<file path="src/rtl/kci_pkg.sv">
// ----------------------------------------------------------------------------
// kci_pkg: shared types and constants of the keyframe curve interpolator
// Holds the item and divider types, the mode codes and the register indexes.
// ----------------------------------------------------------------------------
`default_nettype none
package kci_pkg;
  localparam int unsigned CHANNELS      = 3;
  localparam int unsigned KEYS_DEF      = 64;
  localparam int unsigned FRAC_BITS_DEF = 16;
  localparam int unsigned TIME_W        = 47;
  localparam int unsigned SAMP_W        = 48;
  localparam int unsigned VAL_W         = 32;
  localparam int unsigned IDX_W         = 6;
  localparam int unsigned CH_W          = 2;
  localparam int unsigned CFG_IDX_W     = 3;
  localparam int unsigned CFG_DATA_W    = 32;
  localparam int unsigned CNT_IN_W      = 7;
  localparam int unsigned MODE_W        = 2;
  localparam int unsigned QUO_W         = 24;
  localparam int unsigned STEP_W        = 6;
  localparam int unsigned DIV_W         = 48;

  // mode codes; any other code behaves as hold
  localparam logic [MODE_W-1:0] MODE_CYCLE = 2'd0;
  localparam logic [MODE_W-1:0] MODE_ALONG = 2'd1;
  localparam logic [MODE_W-1:0] MODE_HOLD  = 2'd2;

  // configuration register indexes
  localparam logic [CFG_IDX_W-1:0] REG_MODE    = 3'd0;
  localparam logic [CFG_IDX_W-1:0] REG_INIT_X  = 3'd1;
  localparam logic [CFG_IDX_W-1:0] REG_INIT_Y  = 3'd2;
  localparam logic [CFG_IDX_W-1:0] REG_INIT_Z  = 3'd3;
  localparam logic [CFG_IDX_W-1:0] REG_COUNT_X = 3'd4;
  localparam logic [CFG_IDX_W-1:0] REG_COUNT_Y = 3'd5;
  localparam logic [CFG_IDX_W-1:0] REG_COUNT_Z = 3'd6;

  typedef enum logic {
    OP_LOAD   = 1'b0,
    OP_SAMPLE = 1'b1
  } op_t;

  typedef struct packed {
    op_t                       op;
    logic [CH_W-1:0]           channel;
    logic [IDX_W-1:0]          key_index;
    logic [TIME_W-1:0]         key_time;
    logic signed [VAL_W-1:0]   key_value;
    logic signed [SAMP_W-1:0]  sample_time;
  } item_t;

  typedef struct packed {
    logic              start;
    logic [DIV_W-1:0]  rem0;
    logic [DIV_W-1:0]  num;
    logic [DIV_W-1:0]  den;
    logic [STEP_W-1:0] steps;
  } div_req_t;

  typedef struct packed {
    logic             busy;
    logic [DIV_W-1:0] rem;
    logic [QUO_W-1:0] quo;
  } div_rsp_t;
endpackage
`default_nettype wire

</file>
<file path="src/rtl/kci_front.sv">
// ----------------------------------------------------------------------------
// kci_front: input side of the interpolator
// Accepts items, drops loads that address no key, and queues the rest.
// ----------------------------------------------------------------------------
`default_nettype none
module kci_front #(
  parameter int unsigned KEYS = kci_pkg::KEYS_DEF
) (
  input  wire logic                               clk,
  input  wire logic                               rst_n,
  input  wire logic                               in_valid,
  output logic                                    in_ready,
  input  wire logic                               in_op,
  input  wire logic [kci_pkg::CH_W-1:0]           in_channel,
  input  wire logic [kci_pkg::IDX_W-1:0]          in_key_index,
  input  wire logic [kci_pkg::TIME_W-1:0]         in_key_time,
  input  wire logic signed [kci_pkg::VAL_W-1:0]   in_key_value,
  input  wire logic signed [kci_pkg::SAMP_W-1:0]  in_sample_time,
  output logic                                    q_valid,
  output kci_pkg::item_t                          q_item,
  input  wire logic                               q_pop
);
  import kci_pkg::*;

  item_t      slot_r [2];
  logic       wr_ptr_r;
  logic       rd_ptr_r;
  logic [1:0] fill_r;
  logic       keep;
  logic       push;
  item_t      item;

  // classify: a load outside the channels or keys is dropped
  always_comb begin
    item.op          = op_t'(in_op);
    item.channel     = in_channel;
    item.key_index   = in_key_index;
    item.key_time    = in_key_time;
    item.key_value   = in_key_value;
    item.sample_time = in_sample_time;
    keep = (item.op == OP_SAMPLE) ||
           ((32'(in_channel) < 32'(CHANNELS)) && (32'(in_key_index) < 32'(KEYS)));
  end

  assign in_ready = (fill_r != 2'd2);
  assign push     = in_valid && in_ready && keep;
  assign q_valid  = (fill_r != 2'd0);
  assign q_item   = slot_r[rd_ptr_r];

  // two-entry queue
  always_ff @(posedge clk) begin
    if (!rst_n) begin
      wr_ptr_r <= 1'b0;
      rd_ptr_r <= 1'b0;
      fill_r   <= 2'd0;
    end else begin
      if (push) begin
        slot_r[wr_ptr_r] <= item;
        wr_ptr_r         <= ~wr_ptr_r;
      end
      if (q_pop && q_valid) begin
        rd_ptr_r <= ~rd_ptr_r;
      end
      fill_r <= fill_r + 2'(push) - 2'(q_pop && q_valid);
    end
  end
endmodule
`default_nettype wire

</file>
<file path="config.mk">
export PLATFORM = sky130hd
export DESIGN_NAME = kci_front
export DESIGN_NICKNAME = d
export VERILOG_FILES = /design/src/rtl/kci_pkg.sv /design/src/rtl/kci_front.sv
export SDC_FILE = /design/constraint.sdc
export NUM_CORES = 1
export LEC_CHECK = 0
export ABC_AREA = 1
export BUFFER_PORTS_ARGS = -buffer_cell sky130_fd_sc_hd__buf_2
export CORE_ASPECT_RATIO = 1.75
export CORE_UTILIZATION = 47
export CTS_CLUSTER_DIAMETER = 30
export CTS_CLUSTER_SIZE = 8
export DETAILED_ROUTE_END_ITERATION = 16
export PLACE_DENSITY_LB_ADDON = 0.08
export RECOVER_POWER = 100
export SLEW_MARGIN = 20
export SYNTH_ARGS = -nofsm -noshare
export SYNTH_HDL_FRONTEND = slang
export SYNTH_SLANG_ARGS = --single-unit
</file>
<file path="constraint.sdc">
create_clock -name clk -period 7.6 [get_ports clk]
set_clock_uncertainty 0.15 [all_clocks]
set_input_delay 0.76 -clock clk [delete_from_list [all_inputs] [get_ports clk]]
set_output_delay 0.76 -clock clk [all_outputs]
set_load 0.02 [all_outputs]
</file>
==> flow_metrics.py <==
metrics = {
    "worst_hold_path": {
        "hold_class": "in -> reg",
    },
    "sta": {
        "worst_pin_slew_ns": 3.192,
        "finalHoldViolations": 0,
        "timing.final.crit_period_ns": 5.108,
        "slew_viol_final": 197,
        "timing.final.crit_share": 0.6722,
        "timing.fmax_mhz": 195.8,
        "rsz0062_at_grt": "no",
        "fin_tns_setup_ns": 0,
        "relSlewSlack": -1.128,
        "worst_slack_ns": 2.492,
        "finalSetupViolations": 0,
    },
    "clock_tree": {
        "clk_pin_slew_worst_paths_ns": 0.05,
        "clkSinkCount": 277,
        "htree_num_levels": 2,
        "post_cts_buffers": 0,
        "post_cts_resized": 0,
        "cts_tree": "done",
        "clk_latency_ns": 0.50,
        "max-clock-path-buffers": 3,
        "cts_buffers": 42,
        "clockRootBuffer": "clkbuf_16",
        "cts_hold_buf": 0,
    },
    "cells_and_area": {
        "final_util": 0.5956,
        "fin_area_um2": 12750,
        "layout-drive-gt1-share": 0.3438,
        "final_common_cell": "edfxtp_1",
        "regArea_um2": 8272,
        "multi_input_area_um2": 1663,
        "nets": 917,
        "area_growth_pct": 24.68,
        "n_fill_cell": 1731,
        "layout_common_cells": "edfxtp_1, clkbuf_1, buf_2",
    },
    "floorplanning": {
        "design.die.area_um2": 22380,
        "fp.dieW_um": 113.5,
        "pin_count": 278,
        "core.rowCount": 71,
        "fp.dieH_um": 197.1,
        "core-area_um2": 21410,
        "start_util": 0.4777,
    },
    "worst_setup_path": {
        "timing.rr.start": "fill_r[0]",
        "path_max_fanout": 43,
        "cp-end-kind": "register",
        "crit_required_ns": 7.51,
        "reg2regPathDepth": 5,
        "r2r_end": "slot_r[1][96]",
        "startpoint": "in_op",
        "cp-endpoint": "slot_r[1][96]",
        "crit_path_start_kind": "input pin",
        "ff2ff_setup_slack_ns": 2.52,
        "arrival_ns": 5.02,
        "crit_type": "in -> reg",
    },
    "logic_synthesis": {
        "synth_fp_nets": 607,
        "syn_area_um2": 10230,
        "syn_inst": 465,
        "synth_seq_cells": 277,
        "synth_cell_types": 13,
        "ys_seq_area_frac": 0.8084,
        "yosysWarnings": 0,
        "syn_avg_cell_area_um2": 21.99,
    },
    "global_routing": {
        "grt_pass1_wl_um": 29830,
        "track_usage": 0.1785,
        "antenna_found_initial": 3,
        "first_global_vias": 5821,
        "grt_max_degree": 83,
        "grt.overflow.total": 0,
    },
    "detailed_routing": {
        "vias_per_cell": 4.850,
        "final_antenna_net_count": 0,
        "drtIter0Drc": 296,
        "first_pass_iters": 4,
        "wl_per_cell_um": 18.69,
        "drc_errors": 0,
        "vias": 5282,
        "wirelength_um": 20350,
    },
    "pwr": {
        "powerDensity_nw_per_um2": 337.2,
        "vdd_ir_drop_max_v": 0.0002259,
        "total_power_mw": 4.299,
        "p_leak_nw": 4.435,
    },
    "placed_design": {
        "port_buffers": 277,
        "place_ws_ns": 4.068,
        "place_congestion": 0.7287,
        "dpl_cell_area_um2": 11910,
        "hpwlAfterDp_um": 13300,
    },
    "status": {
        "status": "complete, but fails checks",
        "violations": "max-capacitance violations, max-slew violations",
    },
    "run": {
        "cap_violations": 4,
    },
}
==> critical path: stages <==
cell and delay, ns:
clkbuf_1 0.14, inv_1 0.05, nand3_1 0.11, nand3_1 0.15
nor2_1 1.88, clkbuf_1 1.87
==> cell usage after synthesis (all sizes together) <==
library cell / n / area share
edfxtp: 272 / 0.80
ha: 2 / 0.0024
nand2: 10 / 0.0037
dfxtp: 5 / 0.0098
nor2: 8 / 0.0029
mux2: 136 / 0.16
a21oi: 1 / 0.00049
nand4: 1 / 0.00061
nand3: 4 / 0.0020
inv: 11 / 0.0040
buf: 15 / 0.011
==> power by group <==
part | switching (mW) | leakage (nW) | internal [mW]
logic | 0.495 | 1.34 | 0.289
clock network | 0.587 | 0.572 | 1.03
registers | 0.0731 | 2.53 | 1.83
total | 1.15 | 4.44 | 3.14
==> per-stage QoR <==
stage          cells  hold WS (ns)
3_3_place_gp    1023        0.3331
5_1_grt         1088        0.2695
6_report        1089        0.2907
2_1_floorplan    465        0.3175
4_1_cts         1086        0.2694
3_5_place_dp    1023        0.3452
==> per-layer routing <==
layer,up-vias,share of wire,GRT usage
li1,2442,-,-
met1,2561,0.35,0.1817
met2,229,0.54,0.3232
met3,48,0.073,0.04879
met4,2,0.034,0.1028
met5,-,0.00049,0
==> worst min path at each step <==
stage,cells past startpoint,slack [ns],endpoint,from
3_5_place_dp,2,0.35,rd_ptr_r,rd_ptr_r
2_1_floorplan,2,0.32,register,rd_ptr_r
5_1_grt,1,0.27,slot_r[1][72],in_key_value[24]
4_1_cts,1,0.27,slot_r[0][78],in_key_value[30]
3_3_place_gp,2,0.33,rd_ptr_r,rd_ptr_r
6_report,1,0.29,slot_r[1][72],in_key_value[24]
==> cell type report <==
type                    instances  share of cell area
diodes                          3           0.0005888
multi-input cells             162              0.1304
clock buffers                  58             0.08959
flip-flops and latches        277              0.6487
well taps                     292             0.02865
inverters                      11            0.003631
repair buffers                281             0.09597
clock inverters                 5            0.002453
==> state kept, by name, summed over array words and instances (netlist names), named ones only <==
register  count
rd_ptr_r      1
slot_r      272
fill_r        2
wr_ptr_r      1
==> cell families after synthesis <==
| kind of cell | count (synthesis) | share of synthesized area |
|---|---|---|
| flops | 277 | 0.8084 |
| mux | 136 | 0.1644 |
| buf+inv | 26 | 0.01505 |
| simple gates | 23 | 0.009176 |
| fa+ha+maj | 2 | 0.002446 |
| compound gates | 1 | 0.0004889 |
Note: power is estimated with default switching activity, not from simulation.
