--- config.mk ---
export PLATFORM = sky130hd
export DESIGN_NAME = kci_div
export DESIGN_NICKNAME = d
export VERILOG_FILES = /design/src/rtl/kci_pkg.sv /design/src/rtl/kci_div.sv
export SDC_FILE = /design/constraint.sdc
export NUM_CORES = 1
export LEC_CHECK = 0
export ABC_AREA = 1
export BUFFER_PORTS_ARGS = -buffer_cell sky130_fd_sc_hd__buf_4
export CORE_MARGIN = 5
export CORE_UTILIZATION = 57
export DETAILED_ROUTE_END_ITERATION = 16
export GPL_TIMING_DRIVEN = 1
export PLACE_DENSITY = 0.94
export RECOVER_POWER = 100
export SYNTH_ARGS = -nofsm -noshare
export SYNTH_HDL_FRONTEND = slang
export SYNTH_SLANG_ARGS = --single-unit
export TNS_END_PERCENT = 50
--- constraint.sdc ---
create_clock -name clk -period 6.7 [get_ports clk]
set_clock_uncertainty 0.1 [all_clocks]
set_input_delay 0.335 -clock clk [delete_from_list [all_inputs] [get_ports clk]]
set_output_delay 0.335 -clock clk [all_outputs]
set_load 0.1 [all_outputs]
--- src/rtl/kci_pkg.sv ---
// ----------------------------------------------------------------------------
// kci_pkg: shared types and constants of the keyframe curve interpolator
// Holds the item and divider types, the mode codes and the register indexes.
// ----------------------------------------------------------------------------
`default_nettype none
package kci_pkg;
  localparam int unsigned CHANNELS      = 3;
  localparam int unsigned KEYS_DEF      = 64;
  localparam int unsigned FRAC_BITS_DEF = 16;
  localparam int unsigned TIME_W        = 47;
  localparam int unsigned SAMP_W        = 48;
  localparam int unsigned VAL_W         = 32;
  localparam int unsigned IDX_W         = 6;
  localparam int unsigned CH_W          = 2;
  localparam int unsigned CFG_IDX_W     = 3;
  localparam int unsigned CFG_DATA_W    = 32;
  localparam int unsigned CNT_IN_W      = 7;
  localparam int unsigned MODE_W        = 2;
  localparam int unsigned QUO_W         = 24;
  localparam int unsigned STEP_W        = 6;
  localparam int unsigned DIV_W         = 48;

  // mode codes; any other code behaves as hold
  localparam logic [MODE_W-1:0] MODE_CYCLE = 2'd0;
  localparam logic [MODE_W-1:0] MODE_ALONG = 2'd1;
  localparam logic [MODE_W-1:0] MODE_HOLD  = 2'd2;

  // configuration register indexes
  localparam logic [CFG_IDX_W-1:0] REG_MODE    = 3'd0;
  localparam logic [CFG_IDX_W-1:0] REG_INIT_X  = 3'd1;
  localparam logic [CFG_IDX_W-1:0] REG_INIT_Y  = 3'd2;
  localparam logic [CFG_IDX_W-1:0] REG_INIT_Z  = 3'd3;
  localparam logic [CFG_IDX_W-1:0] REG_COUNT_X = 3'd4;
  localparam logic [CFG_IDX_W-1:0] REG_COUNT_Y = 3'd5;
  localparam logic [CFG_IDX_W-1:0] REG_COUNT_Z = 3'd6;

  typedef enum logic {
    OP_LOAD   = 1'b0,
    OP_SAMPLE = 1'b1
  } op_t;

  typedef struct packed {
    op_t                       op;
    logic [CH_W-1:0]           channel;
    logic [IDX_W-1:0]          key_index;
    logic [TIME_W-1:0]         key_time;
    logic signed [VAL_W-1:0]   key_value;
    logic signed [SAMP_W-1:0]  sample_time;
  } item_t;

  typedef struct packed {
    logic              start;
    logic [DIV_W-1:0]  rem0;
    logic [DIV_W-1:0]  num;
    logic [DIV_W-1:0]  den;
    logic [STEP_W-1:0] steps;
  } div_req_t;

  typedef struct packed {
    logic             busy;
    logic [DIV_W-1:0] rem;
    logic [QUO_W-1:0] quo;
  } div_rsp_t;
endpackage
`default_nettype wire

--- src/rtl/kci_div.sv ---
// ----------------------------------------------------------------------------
// kci_div: bit-serial restoring divider
// One quotient bit per cycle; serves both the time wrap and the fraction.
// ----------------------------------------------------------------------------
`default_nettype none
module kci_div (
  input  wire logic              clk,
  input  wire logic              rst_n,
  input  wire kci_pkg::div_req_t req,
  output kci_pkg::div_rsp_t      rsp
);
  import kci_pkg::*;

  logic [DIV_W-1:0]  rem_r;
  logic [DIV_W-1:0]  num_r;
  logic [DIV_W-1:0]  den_r;
  logic [QUO_W-1:0]  quo_r;
  logic [STEP_W-1:0] steps_r;
  logic              busy_r;
  logic [DIV_W:0]    trial;
  logic              ge;
  logic [DIV_W:0]    diff;

  // shift in one dividend bit and try the subtract
  always_comb begin
    trial = {rem_r, num_r[DIV_W-1]};
    ge    = (trial >= {1'b0, den_r});
    diff  = trial - {1'b0, den_r};
  end

  always_ff @(posedge clk) begin
    if (!rst_n) begin
      busy_r  <= 1'b0;
      steps_r <= '0;
    end else if (req.start) begin
      rem_r   <= req.rem0;
      num_r   <= req.num;
      den_r   <= req.den;
      quo_r   <= '0;
      steps_r <= req.steps;
      busy_r  <= 1'b1;
    end else if (busy_r) begin
      rem_r   <= ge ? diff[DIV_W-1:0] : trial[DIV_W-1:0];
      num_r   <= {num_r[DIV_W-2:0], 1'b0};
      quo_r   <= {quo_r[QUO_W-2:0], ge};
      steps_r <= steps_r - 1'b1;
      busy_r  <= (steps_r != STEP_W'(1));
    end
  end

  assign rsp.busy = busy_r;
  assign rsp.rem  = rem_r;
  assign rsp.quo  = quo_r;
endmodule
`default_nettype wire

==> key figures, run 1 <==
Run status
  – Status: finished with violations
  – Failing checks: max-capacitance violations, max-slew violations

Clocking
  – CTS root buf: clkbuf_16
  – Post-CTS Setup Bufs: 0
  – Worst-path clk slew: 0.08 ns
  – Clk sinks: 175
  – CTS buffer count: 17
  – Worst skew pair latency: 0.44 ns
  – CTS tree: built
  – Htree depth: 4
  – CTS Buffer Depth: 2

Timing
  – RSZ-0062 raised after global routing: false
  – Setup TNS: 0 ns
  – Least-Margin Pin Slew: 3.57 ns
  – Max transition margin: -1.38
  – Fin. Hold Viols: 0
  – Final setup vio count: 0
  – Slew Viols, Final: 378
  – Final min period: slightly below 5 ns
  – F_max: a little over 200 MHz
  – Final Cycle Share: 0.726

Power and ir drop
  – Cell area power density: 254 mW/mm^2
  – Int Pwr: 2.21 mW
  – Flop pwr share: 0.365
  – Sw Pwr: 1.52 mW
  – Combinational share of power: 0.344
  – Leak pwr: 7.60 nW
  – Pwr Total: 3.72 mW
  – Peak supply drop: between 150 and 200 uV
  – Clock Power Share: 0.290
  – Net Sw Frac: 0.407

Floorplanning
  – Die Width: 155 microns
  – Row Count: 53
  – Io pins: 226
  – Core Box Area: 0.0208 sq mm
  – Initial Util: 0.574
  – Die area: 0.0239 sq mm
  – Die H: 155 microns

Logic synthesis
  – #FFs+latches synth: around 180
  – Yosys warnings: 0
  – Post-Syn Area: 0.0119 sq mm
  – Largest area contributor in the netlist: edfxtp_1
  – Avg Synthesized Cell Area: 7.10 sq um
  – Distinct cells, synth: 41
  – Sequential share of the synthesized area: 0.434
  – Main area contributors after synthesis: edfxtp_1 42%, nand2_1 24%, inv_1 9.5%, ha_1 5.2%, nand3_1 3.8%
  – Synthesized Nets: 1,885
  – Synth top area share: 0.422
  – Syn Inst Count: 1,681

Finish
  – Share of cells above drive strength 1: 0.104
  – Area growth syn-to-layout: 22.8%
  – Multi-input gate area: 0.00542 sq mm
  – Reg area: 0.00518 sq mm
  – Nets: 2,144
  – Fill count: 1,680

Routing
  – DRT iter0 DRCs: 1,115
  – WL final: 37,600 microns
  – Drt drc: 0
  – Vias per cell: 5.27
  – Remaining antenna violation count: 0
  – Vias: 11.7k
  – Routed len/inst: 16.9 microns
  – Router iterations before antenna repair: 6

Placed design
  – Gpl congestion: 0.991
  – IO Port Bufs: approximately 230
  – Dpl hpwl: 27,900 microns

Setup path
  – CP startpoint kind: input pin
  – Critical path class: input pin to register
  – Worst EP required: between 6 and 7 ns
  – Critical path fanouts, max: 86
  – CP endpoint kind: register
  – WP data arrival: 5.04 ns

Global route
  – Initial antenna violation count: 0
  – Total track usage: 0.312
  – Number of global-route vias before repair: 11.5k
  – Largest net degree at the start of global routing: a little under 90
  – First-pass GRT wire length: 58,900 microns
  – GRT Residual Overflow: 0

Worst hold path
  – Hold crit path type: input pin to register

Run
  – Max cap viols: 6
[critical path: stages]
cell and delay, ns:
clkbuf_1 1.53, clkbuf_1 2.62, nand2_1 0.33, nand2_1 0.20
[power by group through the flow]
stage	Sequential (mW)	Combinational (mW)	Clock [mW]
after floorplan	1.65	0.657	0
after global placement	1.38	1.24	0
after detailed placement	1.38	1.27	0
after CTS	1.36	1.30	1.09
after global routing	1.37	1.40	1.14
final	1.36	1.28	1.08
[state kept, by name, summed over array words and instances, names as in the netlist]
register / count
rem_r: 48
num_r: 48
quo_r: 24
den_r: 48
steps_r: 6
busy_r: 1
[metrics by stage]
step,setup slack (ns),utilization,hold WS (ns),instances,area (sq um)
after floorplan,0.524,-,0.334,1681,11900
final,1.84,0.704,0.0378,2229,14700
after CTS,2.84,0.718,0.0199,2228,15000
after global routing,1.38,0.704,0.0419,2228,14700
after global placement,3.00,0.664,0.396,2148,13800
after detailed placement,2.89,0.664,0.404,2148,13800
[Yosys cell counts (all sizes together)]
| master | count |
|---|---|
| a21o | 1 |
| a21oi | 38 |
| a311oi | 1 |
| a31oi | 3 |
| and2 | 3 |
| and3 | 3 |
| buf | 17 |
| clkbuf | 21 |
| clkinv | 1 |
| dfxtp | 7 |
| edfxtp | 168 |
| fa | 1 |
| ha | 50 |
| inv | 306 |
| nand2 | 761 |
| nand3 | 91 |
| nand3b | 39 |
| nand4 | 10 |
| nor2 | 110 |
| nor3 | 9 |
| nor4 | 1 |
| o211ai | 1 |
| o21a | 2 |
| o21ai | 6 |
| o21bai | 5 |
| or2 | 1 |
| xnor2 | 22 |
| xor2 | 3 |
[placed cells by master (no fill, tap or decap), drive strengths merged]
master	netlist	routed
buf	17	104
diode	0	1
dfxtp	7	7
nor4	1	1
o21a	2	2
o211ai	1	1
clkinv	1	7
o21bai	5	5
ha	50	50
a21o	1	1
xor2	3	3
edfxtp	168	168
fa	1	1
a311oi	1	1
xnor2	22	22
clkbuf	21	143
nand2	761	761
dlygate4sd3	0	48
nor2	110	110
or2	1	1
nand3	91	91
a21oi	38	38
inv	306	315
and2	3	3
and3	3	3
o21ai	6	6
nor3	9	9
a31oi	3	3
nand3b	39	39
nand4	10	10
[logic make-up after synthesis]
logic type               share of synthesized area
AND/OR/NAND/NOR                              0.354
buffers and inverters                        0.113
flip-flops                                   0.434
AO/OA/AOI/OAI                               0.0267
adder cells (fa/ha/maj)                     0.0541
XOR/XNOR                                    0.0183
[metal layers]
| layer | GRT usage | wire (microns) |
|---|---|---|
| met5 | 0 | 0 |
| met4 | 0.0913 | 1070 |
| met3 | 0.0655 | 3400 |
| met2 | 0.533 | 18200 |
| met1 | 0.400 | 15000 |
[path summary, 6_finish.rpt]
path / startpoint / end / slack (ns) / depth (start not counted)
hold / removal: req[4] / steps_r[4] / 0.04 / 3
hold reg to reg: num_r[11] / num_r[12] / 0.42 / 2
setup / recovery: req[150] / rem_r[47] / 1.84 / 4
setup reg to reg: rem_r[43] / rem_r[47] / 2.77 / 12
[what timing repair did]
| action | CTS | global route |
|---|---|---|
| hold buffers | 48 | 0 |
| hold endpoints to repair | 48 | 0 |
| resized for setup | 0 | 0 |
[final cells by class]
cell class / instances / area share
clock buffer: 17 / 0.0290
timing repair buffer: 278 / 0.130
tap: 275 / 0.0235
antenna: 1 / 0.000171
inverter: 307 / 0.0786
multi-input combinational: 1161 / 0.370
sequential: 175 / 0.354
clock inverter: 15 / 0.0148
(Power assumes the default switching activity.)
==> run 2: changes to the inputs <==
CORE_UTILIZATION = 51   (was 57)
PLACE_DENSITY = 0.89   (was 0.94)
clock period = 4.2 ns   (was 6.7 ns; I/O delays follow)
==> run 2 against run 1 <==
The flow still finishes with violations (max-capacitance violations, max-slew violations); design area increased by 7.6%; clock power increased by 61%; cell count increased by 6.8%; register-to-register slack got worse by 2.0 ns; non-clock buffer count increased by 106; die area increased by 11%; sequential power increased by 60%; sequential share of layout area decreased by 2.5 points; worst setup slack got worse by 1.1 ns; critical path type is now register to register; critical endpoint is now rem_r[42]; largest power group unchanged.
==> key figures, run 2 (synthesis results as in run 1) <==
Run status
  – Failing checks: max-capacitance violations, max-slew violations
  – Status: finished with violations

Timing
  – Least-Margin Pin Slew: approximately 2 ns
  – RSZ-0062 raised after global routing: false
  – Final Cycle Share: 0.828
  – F_max: 288 MHz
  – Final min period: 3.48 ns
  – Setup TNS: 0 ns
  – Final setup vio count: 0
  – Fin. Hold Viols: 0
  – Max transition margin: -0.327
  – Slew Viols, Final: approximately 130

Floorplanning
  – Io pins: 226
  – Core Box Area: 0.0233 sq mm
  – Initial Util: 0.513
  – Die H: roughly 160 microns
  – Row Count: 56
  – Die area: 0.0266 sq mm
  – Die Width: 163 microns

Clocking
  – CTS Buffer Depth: 2
  – CTS root buf: clkbuf_16
  – CTS buffer count: 17
  – Htree depth: 4
  – Worst-path clk slew: 0.08 ns
  – Clk sinks: roughly 180
  – PostCTS Resize Cnt: 0
  – CTS tree: built
  – Worst skew pair latency: 0.44 ns

Finish
  – Area growth syn-to-layout: 32.0%
  – Largest regs: den_r x48, num_r x48, rem_r x48
  – Post-Layout Cell Count: 2,380
  – Commonest cells after routing, fill and taps aside: 760 x nand2_1, 300 x inv_1, 168 x edfxtp_1
  – Share of cells above drive strength 1: 0.100
  – Nets: 2,250
  – Commonest non-fill, non-tap cell in the layout: nand2_1

Setup path
  – Delay of the slowest critical-path stage: 0.51 ns
  – CP endpoint kind: register
  – Critical path class: register to register
  – CP startpoint kind: register
  – Critical-path cell list: ha_1, nand2_1, nor2_1, inv_1, nor3_1, nand2_1, a21oi_1, nor2_4, nand2_1, nand2_1, nand2_1, nand2_1, nand2_1
  – Crit-path most repeated cell: nand2_1
  – Worst EP required: 4.40 ns
  – WP data arrival: 3.67 ns
  – Critical path fanouts, max: 16
  – Max stage delay cell, worst path: ha_1

Routing
  – Drt drc: 0
  – WL met1: 16,400 microns
  – Remaining antenna violation count: 0
  – Top Layer Used: met4
  – Routed len/inst: 17.3 microns
  – WL final: about 40,000 microns
  – Vias per cell: 5.10
  – Met3 WL: 3540 microns
  – Vias: between 10k and 15k
  – Router iterations before antenna repair: 5
  – DRT iter0 DRCs: 1,106
  – Met2 wire len: 19,700 microns

Global route
  – Total track usage: 0.308
  – Largest net degree at the start of global routing: 104
  – GRT Residual Overflow: 0
  – Number of global-route vias before repair: 12.3k
  – First-pass GRT wire length: approximately 64,000 microns
  – Initial antenna violation count: 2

Power and ir drop
  – Flop pwr share: 0.359
  – Int Pwr: 3.58 mW
  – Cell area power density: roughly 380 mW/mm^2
  – Sw Pwr: 2.47 mW
  – Combinational share of power: 0.355
  – Clock Power Share: 0.287
  – Leak pwr: 8.04 nW
  – Peak supply drop: 312 uV
  – Net Sw Frac: 0.408

Worst hold path
  – Hold crit path type: input pin to register

Placed design
  – Gpl congestion: 0.939
  – Placed cell count: 2,195
  – Dpl hpwl: 27,600 microns
  – IO Port Bufs: 225

Run
  – Max cap viols: 2
-- run 2: area by class of cell --
class                   count  area, sq um
diodes                      2         5.00
clock buffers              17          425
clock inverters            15          216
fillers                  1906         7490
inverters                 307         1150
multi-input cells        1161         5400
flip-flops and latches    175         5180
well taps                 319          399
repair buffers            384         2980
-- run 2: routing by layer --
layer,track usage,vias up
li1,-,5914
met1,0.387,5469
met2,0.522,644
met3,0.0701,103
met4,0.111,0
met5,0,-
-- run 2: worst max-delay path: cells and delay by family, from the launching register on --
kind,cells,cell delay (ns)
AO/OA/AOI/OAI,1,0.36
buffers and inverters,1,0.09
adder cells (fa/ha/maj),1,0.51
flip-flops,1,0.47
AND/OR/NAND/NOR,10,1.81
-- run 2: worst paths after layout --
path,start,endpoint,slack [ns],depth (start not counted)
worst max register to register,rem_r[43],rem_r[42],0.72,13
worst min-delay path,req[1],steps_r[1],0.10,5
worst min register to register,num_r[46],num_r[47],0.42,2
worst max-delay path,rem_r[43],rem_r[42],0.72,13
-- run 2: power by group through the flow --
stage | Sequential [mW] | Combinational (mW) | Clock (mW)
global route | 2.18 | 2.34 | 1.82
finish | 2.17 | 2.15 | 1.74
detailed placement | 2.20 | 2.02 | 0
global placement | 2.20 | 2.00 | 0
CTS | 2.16 | 2.15 | 1.74
floorplan | 2.63 | 1.05 | 0
-- run 2: metrics by stage --
stage	util	power, mW	worst slack (ns)	hold slack (ns)	cell area [sq um]
after floorplan	-	3.68	0.0523	0.209	11900
after global placement	0.598	4.19	1.07	0.289	13900
after CTS	0.691	6.05	1.05	0.0125	16100
final	0.678	6.05	0.723	0.102	15800
after detailed placement	0.598	4.23	1.07	0.289	13900
after global routing	0.678	6.34	0.489	0.113	15800
-- run 2: timing repair --
action,in CTS,in global routing
endpoints found under the hold margin,150,0
hold buffers,151,0
buffers inserted,0,0
